==> config.mk <==
export PLATFORM = sky130hd
export DESIGN_NAME = gray16_window_to_gray8_top
export DESIGN_NICKNAME = d
export VERILOG_FILES = /design/src/hdl/gwl_pkg.sv /design/src/hdl/gray16_window_to_gray8_top.sv /design/src/hdl/gwl_ctrl.sv /design/src/hdl/gwl_dp.sv
export SDC_FILE = /design/constraint.sdc
export NUM_CORES = 1
export LEC_CHECK = 0
export BUFFER_PORTS_ARGS = -buffer_cell sky130_fd_sc_hd__buf_2
export CELL_PAD_IN_SITES_DETAIL_PLACEMENT = 1
export CELL_PAD_IN_SITES_GLOBAL_PLACEMENT = 2
export CORE_ASPECT_RATIO = 0.5
export CORE_MARGIN = 4
export CORE_UTILIZATION = 34
export CTS_CLUSTER_DIAMETER = 80
export DETAILED_ROUTE_END_ITERATION = 8
export GPL_TIMING_DRIVEN = 0
export PLACE_DENSITY = 0.83
export SKIP_CTS_REPAIR_TIMING = 1
export SYNTH_ARGS = -nofsm -noshare
export SYNTH_HDL_FRONTEND = slang
export SYNTH_SLANG_ARGS = --single-unit
==> constraint.sdc <==
create_clock -name clk -period 7.6 [get_ports clk]
set_input_delay 0.76 -clock clk [delete_from_list [all_inputs] [get_ports clk]]
set_output_delay 0.76 -clock clk [all_outputs]
set_load 0.01 [all_outputs]
==> src/hdl/gwl_pkg.sv <==
`timescale 1ns / 1ps

package gwl_pkg;

  localparam int PIX_W     = 16;
  localparam int GRAY_W    = 8;
  localparam int DIV_STEPS = GRAY_W;
  localparam int CNT_W     = $clog2(DIV_STEPS);
  // (p - lo) * 255 * 2 + den stays below 2^25
  localparam int NUM_W     = PIX_W + GRAY_W;
  localparam int REM_W     = NUM_W + 1;
  localparam int DSH_W     = PIX_W + 1 + (DIV_STEPS - 1);
  localparam int ADDR_W    = 4;

  localparam logic REQ_MEASURE = 1'b0;
  localparam logic REQ_CONVERT = 1'b1;

  localparam logic [1:0] REG_WINDOW_LOW  = 2'd0;
  localparam logic [1:0] REG_WINDOW_HIGH = 2'd1;
  localparam logic [1:0] REG_EXCL_SAT    = 2'd2;

  localparam logic [GRAY_W-1:0] GRAY_MAX = '1;

  typedef struct packed {
    logic             req_type;
    logic [PIX_W-1:0] pixel;
    logic             frame_end;
  } in_word_t;

  typedef struct packed {
    logic [GRAY_W-1:0] gray8;
    logic [PIX_W-1:0]  raw_pixel;
    logic              range_error;
    logic              frame_end_out;
  } out_word_t;

  typedef struct packed {
    logic [PIX_W-1:0] window_low;
    logic [PIX_W-1:0] window_high;
    logic             exclude_saturated;
  } cfg_t;

  typedef struct packed {
    logic take;
    logic div_step;
    logic load_out;
  } cmd_t;

  typedef struct packed {
    logic needs_div;
    logic div_last;
    logic out_free;
  } sts_t;

endpackage

==> src/hdl/gray16_window_to_gray8_top.sv <==
`timescale 1ns / 1ps
// channel   direction  handshake           word
// in_       input      in_valid/in_stall   in_word_t  (req_type, pixel, frame_end)
// out_      output     out_valid/out_stall out_word_t (gray8, raw_pixel, range_error,
//                                                      frame_end_out)
// cfg       input      apb psel/penable    window_low, window_high, exclude_saturated
//
// a measure word is done on acceptance; a convert word that is clamped or in error
// reaches the output register in the cycle after acceptance
// an in-window convert word enters the restoring divider on acceptance, gets
// one quotient bit a cycle in ST_DIV, and in ST_FIN loads the free output register
// synchronous active-low reset clears the window registers and control state
// a stalled output holds its word; input is stalled while a word is at work
// or the output register is full and not being drained

module gray16_window_to_gray8_top
  import gwl_pkg::*;
#(
  parameter int PIXEL_BITS = 16
) (
  input  logic              clk,
  input  logic              rst_n,
  input  logic              in_valid,
  output logic              in_stall,
  input  in_word_t          in_data,
  output logic              out_valid,
  input  logic              out_stall,
  output out_word_t         out_data,
  input  logic              psel,
  input  logic              penable,
  input  logic              pwrite,
  input  logic [ADDR_W-1:0] paddr,
  input  logic [31:0]       pwdata,
  output logic [31:0]       prdata,
  output logic              pready
);

  cfg_t       cfg_r;
  cmd_t       cmd;
  sts_t       sts;
  logic       wr_en;
  logic [1:0] reg_idx;

  assign pready  = 1'b1;
  assign wr_en   = psel && penable && pwrite;
  assign reg_idx = paddr[3:2];

  always_ff @(posedge clk) begin
    if (!rst_n) begin
      cfg_r <= '0;
    end else if (wr_en) begin
      unique case (reg_idx)
        REG_WINDOW_LOW:  cfg_r.window_low        <= pwdata[PIX_W-1:0];
        REG_WINDOW_HIGH: cfg_r.window_high       <= pwdata[PIX_W-1:0];
        REG_EXCL_SAT:    cfg_r.exclude_saturated <= pwdata[0];
        default: ;
      endcase
    end
  end

  always_comb begin
    unique case (reg_idx)
      REG_WINDOW_LOW:  prdata = 32'(cfg_r.window_low);
      REG_WINDOW_HIGH: prdata = 32'(cfg_r.window_high);
      REG_EXCL_SAT:    prdata = 32'(cfg_r.exclude_saturated);
      default:         prdata = '0;
    endcase
  end

  gwl_ctrl u_ctrl (
    .clk      (clk),
    .rst_n    (rst_n),
    .in_valid (in_valid),
    .in_stall (in_stall),
    .sts      (sts),
    .cmd      (cmd)
  );

  gwl_dp #(
    .PIXEL_BITS (PIXEL_BITS)
  ) u_dp (
    .clk       (clk),
    .rst_n     (rst_n),
    .cfg       (cfg_r),
    .in_data   (in_data),
    .out_stall (out_stall),
    .out_valid (out_valid),
    .out_data  (out_data),
    .cmd       (cmd),
    .sts       (sts)
  );

endmodule

==> src/hdl/gwl_ctrl.sv <==
`timescale 1ns / 1ps

module gwl_ctrl
  import gwl_pkg::*;
(
  input  logic clk,
  input  logic rst_n,
  input  logic in_valid,
  output logic in_stall,
  input  sts_t sts,
  output cmd_t cmd
);

  typedef enum logic [1:0] {
    ST_IDLE,
    ST_DIV,
    ST_FIN
  } state_t;

  state_t state_r, state_nxt;
  logic   idle;

  assign idle     = (state_r == ST_IDLE);
  assign in_stall = !(idle && sts.out_free);

  always_comb begin
    cmd       = '0;
    state_nxt = state_r;
    unique case (state_r)
      ST_IDLE: begin
        cmd.take = in_valid && sts.out_free;
        if (cmd.take && sts.needs_div) begin
          state_nxt = ST_DIV;
        end
      end
      ST_DIV: begin
        cmd.div_step = 1'b1;
        if (sts.div_last) begin
          state_nxt = ST_FIN;
        end
      end
      ST_FIN: begin
        cmd.load_out = sts.out_free;
        if (sts.out_free) begin
          state_nxt = ST_IDLE;
        end
      end
      default: state_nxt = ST_IDLE;
    endcase
  end

  always_ff @(posedge clk) begin
    if (!rst_n) begin
      state_r <= ST_IDLE;
    end else begin
      state_r <= state_nxt;
    end
  end

endmodule

==> src/hdl/gwl_dp.sv <==
`timescale 1ns / 1ps

module gwl_dp
  import gwl_pkg::*;
#(
  parameter int PIXEL_BITS = 16
) (
  input  logic      clk,
  input  logic      rst_n,
  input  cfg_t      cfg,
  input  in_word_t  in_data,
  input  logic      out_stall,
  output logic      out_valid,
  output out_word_t out_data,
  input  cmd_t      cmd,
  output sts_t      sts
);

  localparam logic [PIX_W-1:0] PIX_MAX = PIX_W'((32'd1 << PIXEL_BITS) - 32'd1);

  logic [PIX_W-1:0] running_low_r, running_high_r;
  logic [PIX_W-1:0] measured_low_r, measured_high_r;
  logic [PIX_W-1:0] run_low_nxt, run_high_nxt;

  logic [PIX_W-1:0] pix, lo, hi, diff, den;
  logic             auto_rng, rng_err, is_conv;
  logic [NUM_W-1:0] num;
  logic [REM_W-1:0] dividend;

  logic [REM_W-1:0]  rem_r;
  logic [DSH_W-1:0]  dsh_r;
  logic [GRAY_W-1:0] q_r;
  logic [CNT_W-1:0]  cnt_r;
  logic [PIX_W-1:0]  pix_r;
  logic              fe_r;
  logic              sub_ok;

  logic      out_valid_r;
  out_word_t out_data_r;
  out_word_t triv_word;

  assign pix      = in_data.pixel & PIX_MAX;
  assign is_conv  = (in_data.req_type == REQ_CONVERT);

  // configured window, or the measured range when low equals high or high is zero
  assign auto_rng = (cfg.window_low == cfg.window_high) || (cfg.window_high == '0);
  assign lo       = auto_rng ? measured_low_r  : cfg.window_low;
  assign hi       = auto_rng ? measured_high_r : cfg.window_high;
  assign rng_err  = (hi <= lo);

  // rounded quotient of (2*255*(p-lo) + den) / (2*den)
  assign diff     = pix - lo;
  assign den      = hi - lo;
  assign num      = {diff, 8'd0} - NUM_W'(diff);
  assign dividend = {num, 1'b0} + REM_W'(den);

  assign sts.needs_div = is_conv && !rng_err && (pix > lo) && (pix < hi);
  assign sts.div_last  = (cnt_r == CNT_W'(DIV_STEPS - 1));
  assign sts.out_free  = !out_valid_r || !out_stall;

  always_comb begin
    triv_word.raw_pixel     = pix;
    triv_word.range_error   = rng_err;
    triv_word.frame_end_out = in_data.frame_end;
    if (rng_err || pix <= lo) begin
      triv_word.gray8 = '0;
    end else begin
      triv_word.gray8 = GRAY_MAX;
    end
  end

  always_comb begin
    run_low_nxt  = running_low_r;
    run_high_nxt = running_high_r;
    if (!(cfg.exclude_saturated && pix == '0) && pix < running_low_r) begin
      run_low_nxt = pix;
    end
    if (!(cfg.exclude_saturated && pix == PIX_MAX) && pix > running_high_r) begin
      run_high_nxt = pix;
    end
  end

  always_ff @(posedge clk) begin
    if (!rst_n) begin
      running_low_r   <= PIX_MAX;
      running_high_r  <= '0;
      measured_low_r  <= PIX_MAX;
      measured_high_r <= '0;
    end else if (cmd.take && !is_conv) begin
      if (in_data.frame_end) begin
        measured_low_r  <= run_low_nxt;
        measured_high_r <= run_high_nxt;
        running_low_r   <= PIX_MAX;
        running_high_r  <= '0;
      end else begin
        running_low_r  <= run_low_nxt;
        running_high_r <= run_high_nxt;
      end
    end
  end

  assign sub_ok = (rem_r >= REM_W'(dsh_r));

  // restoring divider, one quotient bit a cycle
  always_ff @(posedge clk) begin
    if (cmd.take) begin
      rem_r <= dividend;
      dsh_r <= {den, 1'b0, (DIV_STEPS - 1)'(0)};
      q_r   <= '0;
      cnt_r <= '0;
      pix_r <= pix;
      fe_r  <= in_data.frame_end;
    end else if (cmd.div_step) begin
      if (sub_ok) begin
        rem_r <= rem_r - REM_W'(dsh_r);
      end
      q_r   <= {q_r[GRAY_W-2:0], sub_ok};
      dsh_r <= dsh_r >> 1;
      cnt_r <= cnt_r + CNT_W'(1);
    end
  end

  always_ff @(posedge clk) begin
    if (cmd.load_out) begin
      out_data_r.gray8         <= q_r;
      out_data_r.raw_pixel     <= pix_r;
      out_data_r.range_error   <= 1'b0;
      out_data_r.frame_end_out <= fe_r;
    end else if (cmd.take && is_conv && !sts.needs_div) begin
      out_data_r <= triv_word;
    end
  end

  always_ff @(posedge clk) begin
    if (!rst_n) begin
      out_valid_r <= 1'b0;
    end else if (cmd.load_out || (cmd.take && is_conv && !sts.needs_div)) begin
      out_valid_r <= 1'b1;
    end else if (!out_stall) begin
      out_valid_r <= 1'b0;
    end
  end

  assign out_valid = out_valid_r;
  assign out_data  = out_data_r;

endmodule
# After elaboration in Yosys (flattened, before gate mapping)

Cells that the tools add are included.

Word-level logic and storage cells: 108
Output and inout port bits: 61
Bits in registers: 203

Reduce and logical (&&, ||, !) cells: 40
Add/subtract/negate cells: 6
Order comparisons: 7
Muxes and demuxes: 24
Eq/ne operators: 11

Operator list:

| cell                                             | count |
|---|---|
| 16-bit 2-to-1 mux                                | 6 |
| 25-bit 2-to-1 mux                                | 3 |
| 26-bit 2-to-1 mux                                | 2 |
| 24-bit 2-to-1 mux                                | 2 |
| 16-bit case mux with 3 select lines              | 1 |
| 16-bit greater-than comparator                   | 2 |
| 16-bit less-or-equal comparator                  | 2 |
| 16-bit logical NOT                               | 2 |
| 16-bit < comparator                              | 2 |
| 16-bit subtractor                                | 2 |
| 25-bit by 16-bit adder with 25-bit output        | 1 |
| 25-bit by 24-bit >= comparator with 1-bit output | 1 |
| 25-bit by 24-bit subtractor with 25-bit output   | 1 |
| 24-bit by 16-bit subtractor with 24-bit output   | 1 |
| 16-bit == test                                   | 1 |
| 16-bit == test (second input constant)           | 1 |
| 1-bit logical AND                                | 15 |
| 2-bit AND reduction                              | 5 |
| 1-bit logical NOT                                | 8 |
| 8-bit 2-to-1 mux                                 | 1 |
| 2-bit 2-to-1 mux                                 | 3 |
| 2-bit case mux with 3 select lines               | 1 |
| 2-bit nonzero test                               | 3 |
| 1-bit 2-to-1 mux                                 | 5 |
| other kinds (9)                                  | 17 |

# Longest topological paths before layout

Gate-level depths: netlist (run 1).

Depth in word-level cells: 12
Mapped depth: 36
Mapped depth without buffers: 31

# Hierarchy

Synthesis (run 1) repeated with hierarchy kept, for this count alone.

Cells, all modules: 1772
Area total of the unflattened synthesis: 15088.2 um^2

By module, submodules not included:

| module                     | area each (um^2) | seq. area each (um^2) | cells an instance | times used |
|---|---|---|---|---|
| gwl_dp                     | 13300.3          | 4194.0                | 1574              | 1 |
| gray16_window_to_gray8_top | 1657.8           | 660.6                 | 183               | 1 |
| gwl_ctrl                   | 130.1            | 40.0                  | 15                | 1 |

# Worst setup path before layout (run 1)

Ideal clock, no wire load.

Path kind: register -> register
Start: register cfg_r[12] (netlist name)
End: register u_dp.rem_r[24] (data pin)
Clock period less this slack: 7.801 ns
Slack: -0.201 ns
Buffers on the path: 5
Stages on the path, launching flop included: 33
Required time: 7.330 ns
Arrival: 7.531 ns
Cells stage by stage: dfxtp_1 > nor4_1 > nand4_1 > nand2_1 > buf_4 > buf_4 > buf_2 > buf_2 > buf_2 > mux2_2 > ha_1 > inv_1 > ha_1 > nand3b_1 > maj3_1 > o2bb2a_1 > o31a_1 > xor2_1 > inv_1 > ha_1 > and4b_1 > a221o_1 > a41oi_1 > xnor2_1 > ha_1 > nand2_1 > o21ai_0 > a31oi_1 > a2111oi_0 > nand4b_1 > nor4_1 > xnor2_1 > a21oi_1

Word-level cells in the longest chain between the ends: 7
Elaborated cells between the ends (all ways): 10

Ends and longest elaborated chain:

| element                                              | line                             | source |
|---|---|---|
| start, declared                                      | gray16_window_to_gray8_top.sv:38 | `cfg_t cfg_r;` |
| 16-bit == test or 16-bit logical NOT (tied branches) | gwl_dp.sv:46                     | `assign auto_rng = (cfg.window_low == cfg.window_high) \|\| (cfg.window_high == '0);` |
| 1-bit logical OR                                     | gwl_dp.sv:46                     |  |
| 16-bit 2-to-1 mux                                    | gwl_dp.sv:47                     | `assign lo = auto_rng ? measured_low_r : cfg.window_low;` |
| 16-bit subtractor                                    | gwl_dp.sv:52                     | `assign diff = pix - lo;` |
| 24-bit by 16-bit subtractor with 24-bit output       | gwl_dp.sv:54                     | `assign num = {diff, 8'd0} - NUM_W'(diff);` |
| 25-bit by 16-bit adder with 25-bit output *          | gwl_dp.sv:55                     | `assign dividend = {num, 1'b0} + REM_W'(den);` |
| 25-bit 2-to-1 mux *                                  | gwl_dp.sv:106                    | `if (cmd.take) begin` |
| end signal, assigned                                 | gwl_dp.sv:107                    | `rem_r <= dividend;` |
| end signal, assigned                                 | gwl_dp.sv:115                    | `rem_r <= rem_r - REM_W'(dsh_r);` |
| end, declared                                        | gwl_dp.sv:30                     | `logic [REM_W-1:0] rem_r;` |

Mark *: on every way between the ends. The rest lies on a longest branch, timed or not.
A chain may end at the register's enable or synchronous reset.

# Worst setup path after layout (run 1)

Start: register cfg_r[28] (netlist name)
End: register u_dp.rem_r[22] (data pin)

Word-level cells in the longest chain between the ends: 7
Elaborated cells between the ends (all ways): 9

Ends and longest elaborated chain:

| element                                        | line |
|---|---|
| 16-bit == test                                 | gwl_dp.sv:46 |
| 1-bit logical OR                               | gwl_dp.sv:46 |
| 16-bit 2-to-1 mux                              | gwl_dp.sv:47 |
| 16-bit subtractor                              | gwl_dp.sv:52 |
| 24-bit by 16-bit subtractor with 24-bit output | gwl_dp.sv:54 |
| 25-bit by 16-bit adder with 25-bit output *    | gwl_dp.sv:55 |
| 25-bit 2-to-1 mux *                            | gwl_dp.sv:106 |

Marks and branches as above.

==> results of run 1 <==
-- power groups by stage --
stage               Combinational [mW]  Sequential [mW]  Clock, mW
floorplan                         1.67             1.33          0
global placement                  2.23             1.34          0
detailed placement                2.27             1.35          0
CTS                               2.29             1.32       1.11
global route                      2.75             1.33       1.16
finish                            2.51             1.32       1.10
-- final cells by class --
| class | count | share of cell area [%] |
|---|---|---|
| buffer | 96 | 2.85 |
| clock buffer | 28 | 3.46 |
| timing repair buffer | 108 | 3.48 |
| tap | 577 | 4.20 |
| sequential | 203 | 28.6 |
| clock inverter | 12 | 0.720 |
| inverter | 112 | 2.44 |
| multi-input combinational | 1377 | 54.3 |
-- synth_stat cells, types with 21 or more instances --
cell                       instances
sky130_fd_sc_hd__a21oi_1         135
sky130_fd_sc_hd__o21ai_0          58
sky130_fd_sc_hd__a21o_1           53
sky130_fd_sc_hd__nand2_1         256
sky130_fd_sc_hd__nand4_1          21
sky130_fd_sc_hd__nand3_1          29
sky130_fd_sc_hd__o211ai_1         43
sky130_fd_sc_hd__inv_1           110
sky130_fd_sc_hd__clkbuf_1         62
sky130_fd_sc_hd__xor2_1           46
sky130_fd_sc_hd__dfxtp_1         120
sky130_fd_sc_hd__xnor2_1          51
sky130_fd_sc_hd__edfxtp_1         83
sky130_fd_sc_hd__nor2_1          148
sky130_fd_sc_hd__ha_1            108
sky130_fd_sc_hd__nor2b_1          31
sky130_fd_sc_hd__mux2i_1          47
-- critical path: cells and delay by family (launching register included) --
kind	cells	cell delay, ns
AOI/OAI and AO/OA	8	2.01
xor gates and xnor gates	3	0.42
muxes	1	0.33
DFF	1	0.49
and+or+nand+nor	9	1.70
adders and majority gates	5	1.07
buffers and inverters	7	0.94
-- kinds of logic after synthesis --
logic type / Yosys count / share of synthesized area, %
AO/OA/AOI/OAI: 476 / 21.8
XOR/XNOR: 101 / 6.17
adder cells (fa/ha/maj): 117 / 9.85
buffers and inverters: 210 / 5.85
flip-flops: 203 / 33.0
multiplexers: 61 / 4.25
other: 2 / 0.0506
AND/OR/NAND/NOR: 605 / 19.1
-- per-stage QoR --
step / power (mW) / setup WS (ns) / TNS (ns) / hold slack [ns]
final: 4.93 / 0.337 / 0 / 0.427
after global routing: 5.25 / -0.0640 / -0.104 / 0.418
after CTS: 4.72 / -1.89 / -18.33 / 0.405
after detailed placement: 3.62 / -1.87 / -17.71 / 0.465
after global placement: 3.57 / -1.82 / -17.88 / 0.450
after floorplan: 3.00 / 0.0787 / 0 / 0.437
-- placed cells by master (no fill, tap or decap), types with 18 or more instances in the layout --
master / count
sky130_fd_sc_hd__edfxtp_1: 83
sky130_fd_sc_hd__xnor2_1: 50
sky130_fd_sc_hd__o21ai_0: 57
sky130_fd_sc_hd__a22o_1: 19
sky130_fd_sc_hd__dfxtp_1: 109
sky130_fd_sc_hd__clkbuf_1: 65
sky130_fd_sc_hd__o211ai_1: 43
sky130_fd_sc_hd__buf_4: 40
sky130_fd_sc_hd__clkbuf_16: 23
sky130_fd_sc_hd__nand2_1: 255
sky130_fd_sc_hd__a21oi_1: 134
sky130_fd_sc_hd__buf_2: 88
sky130_fd_sc_hd__a21o_1: 53
sky130_fd_sc_hd__nand3_1: 28
sky130_fd_sc_hd__a22oi_1: 18
sky130_fd_sc_hd__nor2_1: 147
sky130_fd_sc_hd__mux2i_1: 47
sky130_fd_sc_hd__ha_1: 105
sky130_fd_sc_hd__inv_1: 108
sky130_fd_sc_hd__nor2b_1: 31
sky130_fd_sc_hd__xor2_1: 43
sky130_fd_sc_hd__nand4_1: 21
-- per-layer routing --
layer  vias to the layer above  share of wire (%)  track usage [%]  routed length, um
met2                       275                 46             36.6              24300
met5                         -                  0                0                  0
met3                        64                4.4             2.99               2350
met4                         0                2.3             4.55               1210
met1                      6864                 47             30.7              25200
li1                       6621                  -                -                  -
-- state kept, by name (all words and copies together), names as in the netlist --
register / flops
u_dp.q_r: 8
u_dp.cnt_r: 3
u_dp.pix_r: 16
u_dp.fe_r: 1
u_dp.measured_low_r: 16
u_dp.rem_r: 25
u_dp.dsh_r: 24
cfg_r: 33
u_dp.out_valid: 1
u_dp.running_high_r: 16
u_dp.running_low_r: 16
u_dp.measured_high_r: 16
u_dp.out_data: 26
u_ctrl.state_r: 2
-- how the worst max path moves through the flow --
stage	slack (ns)	from	endpoint	cells after the start
detailed placement	-1.87	cfg_r[9]	u_dp.rem_r[24]	32
global route	-0.06	cfg_r[8]	u_dp.rem_r[24]	29
floorplan	0.08	cfg_r[9]	u_dp.rem_r[24]	32
global placement	-1.82	cfg_r[9]	u_dp.rem_r[24]	32
finish	0.34	cfg_r[28]	u_dp.rem_r[22]	33
CTS	-1.89	cfg_r[9]	u_dp.rem_r[24]	32
==> reports/summary.txt, run 1 <==
status -> finished, final reports clean
row count -> 53
power per unit of standard cell area -> 286 mW/mm^2
total number of nets in the final design -> 2091
floorplan die width -> 303 um
area occupied by multi-input gates -> 0.00933 sq mm
TritonCTS clock tree -> built
Starting Density -> 34.9%
1st-iter DRT viols -> 1052
part of the total power dissipated in the clock network -> 22.2%
number of global-route vias before repair -> 13846
summed area of non-filler cells in the final layout -> 0.0172 sq mm
clock transition at the registers of the reported paths -> 0.06 ns
initial antenna violation count -> 2
average cell area after synthesis -> 8.36 sq um
fraction of layout instances using a drive strength above 1 -> 13.4%
htree depth -> 1
worst endpoint required time -> 7.85 ns
worst hold-check path type -> in -> reg
maximum achievable frequency -> 0.138 GHz
Final Hold Vio Count -> 0
area of the mapped netlist -> 0.0148 sq mm
post-detailed-route via-to-cell ratio -> 5.50
Inserted Diodes -> 0
CTS root buffer -> sky130_fd_sc_hd__clkbuf_16
die area -> 0.0472 sq mm
combinational group share of total power -> 50.9%
# placed instances -> 2452
leading post-synthesis cells by cell area -> sky130_fd_sc_hd__edfxtp_1 (17%), sky130_fd_sc_hd__dfxtp_1 (16%), sky130_fd_sc_hd__ha_1 (9.1%)
part of the Yosys area used for sequential elements -> 33.0%
number of pins with negative max-slew slack in the final report -> 0
part of the cycle the worst path needs -> 95.6%
number of instances on the worst hold path -> 1
library cell contributing the largest single delay on the critical path -> sky130_fd_sc_hd__dfxtp_1
highest net fanout along the worst path -> 10
flip-flop cell with the highest count after synthesis -> sky130_fd_sc_hd__dfxtp_1
gpl congestion -> 0.940
post-synthesis cell type count -> 88
drt pass-1 iters -> 8
FF-to-FF Start -> cfg_r[28]
number of storage elements in the synthesis netlist -> 203
type of element launching the critical path -> register
Sw Ratio -> 40.9%
internal power -> 2.91 mW
filler cell count -> 5067
cell area reported after detailed placement -> 0.0161 sq mm
fin cells -> 2513
height of the die -> 156 um
Vias -> 13824
Slew headroom -> 12.7%
Clk Latency, worst-skew pair -> 0.52 ns
slew at the pin closest to its max-slew limit -> 1.30 ns
global router's overall resource usage -> 22.0%
critical path endpoint category -> register
max-cap violations -> 0
post-synth top area share -> 16.8%
Crit path largest cell delay -> 0.49 ns
Net Sw Power -> 2.02 mW
CORE AREA -> 0.0425 sq mm
number of enable-type register cells in the synthesized netlist -> 83
DPL Wire Length -> 41300 um
depth of the worst register-to-register path -> 33
Setup Skew -> 0.0142 ns
number of design rule violations left after detail routing -> 0
synthesized instance count -> 1775
biggest area consumer among synthesized cells -> sky130_fd_sc_hd__edfxtp_1
data arrival time of the critical path -> 7.51 ns
Syn. warnings -> 0
post-layout utilization of the core -> 40.5%
number of antenna-violating nets in the routed design -> 0
FF/Latch Area -> 0.00491 sq mm
Boundary Pins -> 122
Synth-to-Final Area Change -> 15.9%
reg2reg end -> u_dp.rem_r[22]
Crit Path Category -> reg -> reg
remaining global-route overflow -> 0
largest buffer count on any clock path -> 3
Detailed Route WL -> 53100 um
largest net degree at the start of global routing -> 27
CTS buffer count -> 22
static leakage -> 7.38 nW
global-route wire length before repair -> 81600 um
final-report setup violation count -> 0
final critical path time including I/O delays and setup -> 7.26 ns
internal reg-to-reg setup slack -> 0.34 ns
port bufs -> 85
Num Clock Sinks -> 203
Async SR Flop Fraction -> 0%
hold path startpoint -> in_data[1]
worst IR drop on VDD -> 0.137 mV
sequential share of power -> 26.9%
Min-Delay Endpoint -> u_dp.pix_r[0]
Routed wire per std cell -> 21.1 um
Note: power is estimated with default switching activity, not from simulation.
==> inputs of run 2 (changes only) <==
--- a/config.mk
+++ b/config.mk
@@ -6,15 +6,13 @@
 export NUM_CORES = 1
 export LEC_CHECK = 0
 export BUFFER_PORTS_ARGS = -buffer_cell sky130_fd_sc_hd__buf_2
-export CELL_PAD_IN_SITES_DETAIL_PLACEMENT = 1
-export CELL_PAD_IN_SITES_GLOBAL_PLACEMENT = 2
 export CORE_ASPECT_RATIO = 0.5
 export CORE_MARGIN = 4
-export CORE_UTILIZATION = 34
+export CORE_UTILIZATION = 30
 export CTS_CLUSTER_DIAMETER = 80
 export DETAILED_ROUTE_END_ITERATION = 8
 export GPL_TIMING_DRIVEN = 0
-export PLACE_DENSITY = 0.83
+export PLACE_DENSITY = 0.52
 export SKIP_CTS_REPAIR_TIMING = 1
 export SYNTH_ARGS = -nofsm -noshare
 export SYNTH_HDL_FRONTEND = slang
==> reports/summary.txt, run 2 (synthesis gave the netlist of run 1 again) <==
status -> finished, final reports clean
number of flip-flops under the largest register name -> 33 (unchanged)
Num Clock Sinks -> 203 (unchanged)
die area -> 0.0533 sq mm (+13%)
CTS buffer count -> 23 (+4.5%)
largest delay contributor family on the critical path -> simple AND/OR/NAND/NOR gates
fraction of layout instances using a drive strength above 1 -> 13.4% (-0.045 points)
clock transition at the registers of the reported paths -> 0.06 ns (about the same)
filler cell count -> 5088 (+0.41%)
summed area of non-filler cells in the final layout -> 0.0173 sq mm (+0.49%)
initial antenna violation count -> 0 (-2)
maximum achievable frequency -> 0.136 GHz (-0.94%)
global router's overall resource usage -> 18.0% (-4.0 points)
Final Hold Vio Count -> 0 (unchanged)
static leakage -> 7.40 nW (+0.28%)
floorplan die width -> 322 um (+6.3%)
row count -> 57 (+7.5%)
number of antenna-violating nets in the routed design -> 0 (unchanged)
Detailed Route WL -> 49300 um (-7.1%)
port bufs -> 85 (unchanged)
max-cap violations -> 0 (unchanged)
power after layout -> 4.87 mW (-1.1%)
commonest non-fill, non-tap cell in the layout -> sky130_fd_sc_hd__nand2_1
number of design rule violations left after detail routing -> 0 (unchanged)
final critical path time including I/O delays and setup -> 7.33 ns (+0.0689 ns)
largest net degree at the start of global routing -> 27 (unchanged)
Crit Path Category -> reg -> reg
remaining global-route overflow -> 0 (unchanged)
# placed instances -> 2524 (+2.9%)
power per unit of standard cell area -> 282 mW/mm^2 (-1.6%)
Vias -> 13460 (-2.6%)
Inserted Diodes -> 0 (unchanged)
leading cell types in the layout, fill and taps excluded -> sky130_fd_sc_hd__nand2_1 (255), sky130_fd_sc_hd__nor2_1 (147), sky130_fd_sc_hd__a21oi_1 (134)
TNS Setup -> 0 ns (unchanged)
Starting Density -> 30.4% (-4.4 points)
Boundary Pins -> 122 (unchanged)
1st-iter DRT viols -> 1093 (+3.9%)
Synth-to-Final Area Change -> 16.5%
cell area reported after detailed placement -> 0.0161 sq mm (+0.56%)
part of the cycle the worst path needs -> 96.5% (+0.91 points)
height of the die -> 165 um (+6.1%)
htree depth -> 1 (unchanged)
Routed wire per std cell -> 19.1 um (-9.7%)
CORE AREA -> 0.0487 sq mm (+15%)
depth of the worst register-to-register path -> 31 (-6.1%)
worst IR drop on VDD -> 0.140 mV (+1.7%)
buffers and inverters on the worst path -> 5 (-2)
post-detailed-route via-to-cell ratio -> 5.21 (-5.3%)
fin cells -> 2584 (+2.8%)
register containing the most flip-flops in the final layout -> cfg_r
drt pass-1 iters -> 6 (-2)
gpl congestion -> 0.908 (-3.3%)
worst endpoint required time -> 7.83 ns (-0.02 ns)
total number of nets in the final design -> 2089 (-0.096%)
final-report setup violation count -> 0 (unchanged)
Crit. path cell count -> 31 (-6.1%)
type of element launching the critical path -> register
TritonCTS clock tree -> built
number of pins with negative max-slew slack in the final report -> 0 (unchanged)
DPL Wire Length -> 38100 um (-7.8%)
Setup Skew -> 0.0336 ns (+0.0194 ns)
largest buffer count on any clock path -> 3 (unchanged)
library cell contributing the largest single delay on the critical path -> sky130_fd_sc_hd__ha_1
worst hold-check path type -> in -> reg
post-layout utilization of the core -> 35.5% (-5.0 points)
cell seen most often among critical-path stages -> sky130_fd_sc_hd__ha_1
highest net fanout along the worst path -> 14 (+4)
CTS root buffer -> sky130_fd_sc_hd__clkbuf_16
global-route wire length before repair -> 74800 um (-8.4%)
critical path endpoint category -> register
Clk Latency, worst-skew pair -> 0.54 ns (+0.02 ns)
slew at the pin closest to its max-slew limit -> 1.20 ns (-0.0959 ns)
number of instances on the worst hold path -> 1 (unchanged)
data arrival time of the critical path -> 7.56 ns (+0.05 ns)
Slew headroom -> 19.2% (+6.5 points)
number of global-route vias before repair -> 12563 (-9.3%)
Crit path largest cell delay -> 0.41 ns (-0.08 ns)
-- run 2: power by group --
| part | internal (mW) | switching [mW] |
|---|---|---|
| registers | 1.28 | 0.0445 |
| clock network | 0.654 | 0.479 |
| logic | 0.966 | 1.45 |
| total | 2.90 | 1.97 |
-- run 2: cell type report --
type	count	area, sq um	area share [%]
buffer	97	494	2.86
clock buffer	31	667	3.86
clock inverter	11	95.1	0.550
inverter	112	420	2.43
multi-input combinational	1377	9300	53.8
sequential	203	4920	28.5
tap	649	812	4.70
timing repair buffer	104	568	3.29
-- run 2: through the flow --
step	hold slack [ns]	setup slack, ns
finish	0.437	0.268
global route	0.425	-0.0515
CTS	0.419	-1.73
detailed placement	0.457	-1.66
global placement	0.449	-1.60
floorplan	0.437	0.0787
-- run 2: worst paths after layout --
path                 startpoint  slack, ns        endpoint
setup / recovery      cfg_r[24]       0.27  u_dp.rem_r[24]
hold / removal       in_data[1]       0.44   u_dp.pix_r[0]
setup reg to reg      cfg_r[24]       0.27  u_dp.rem_r[24]
hold reg to reg   u_dp.cnt_r[1]       0.46   u_dp.cnt_r[1]
-- run 2: routing by layer --
layer / routed length [um] / vias up / GRT usage [%]
li1: - / 6625 / -
met1: 22400 / 6428 / 24.1
met2: 22700 / 348 / 30.2
met3: 3040 / 59 / 3.39
met4: 1160 / 0 / 4.33
met5: 0 / - / 0
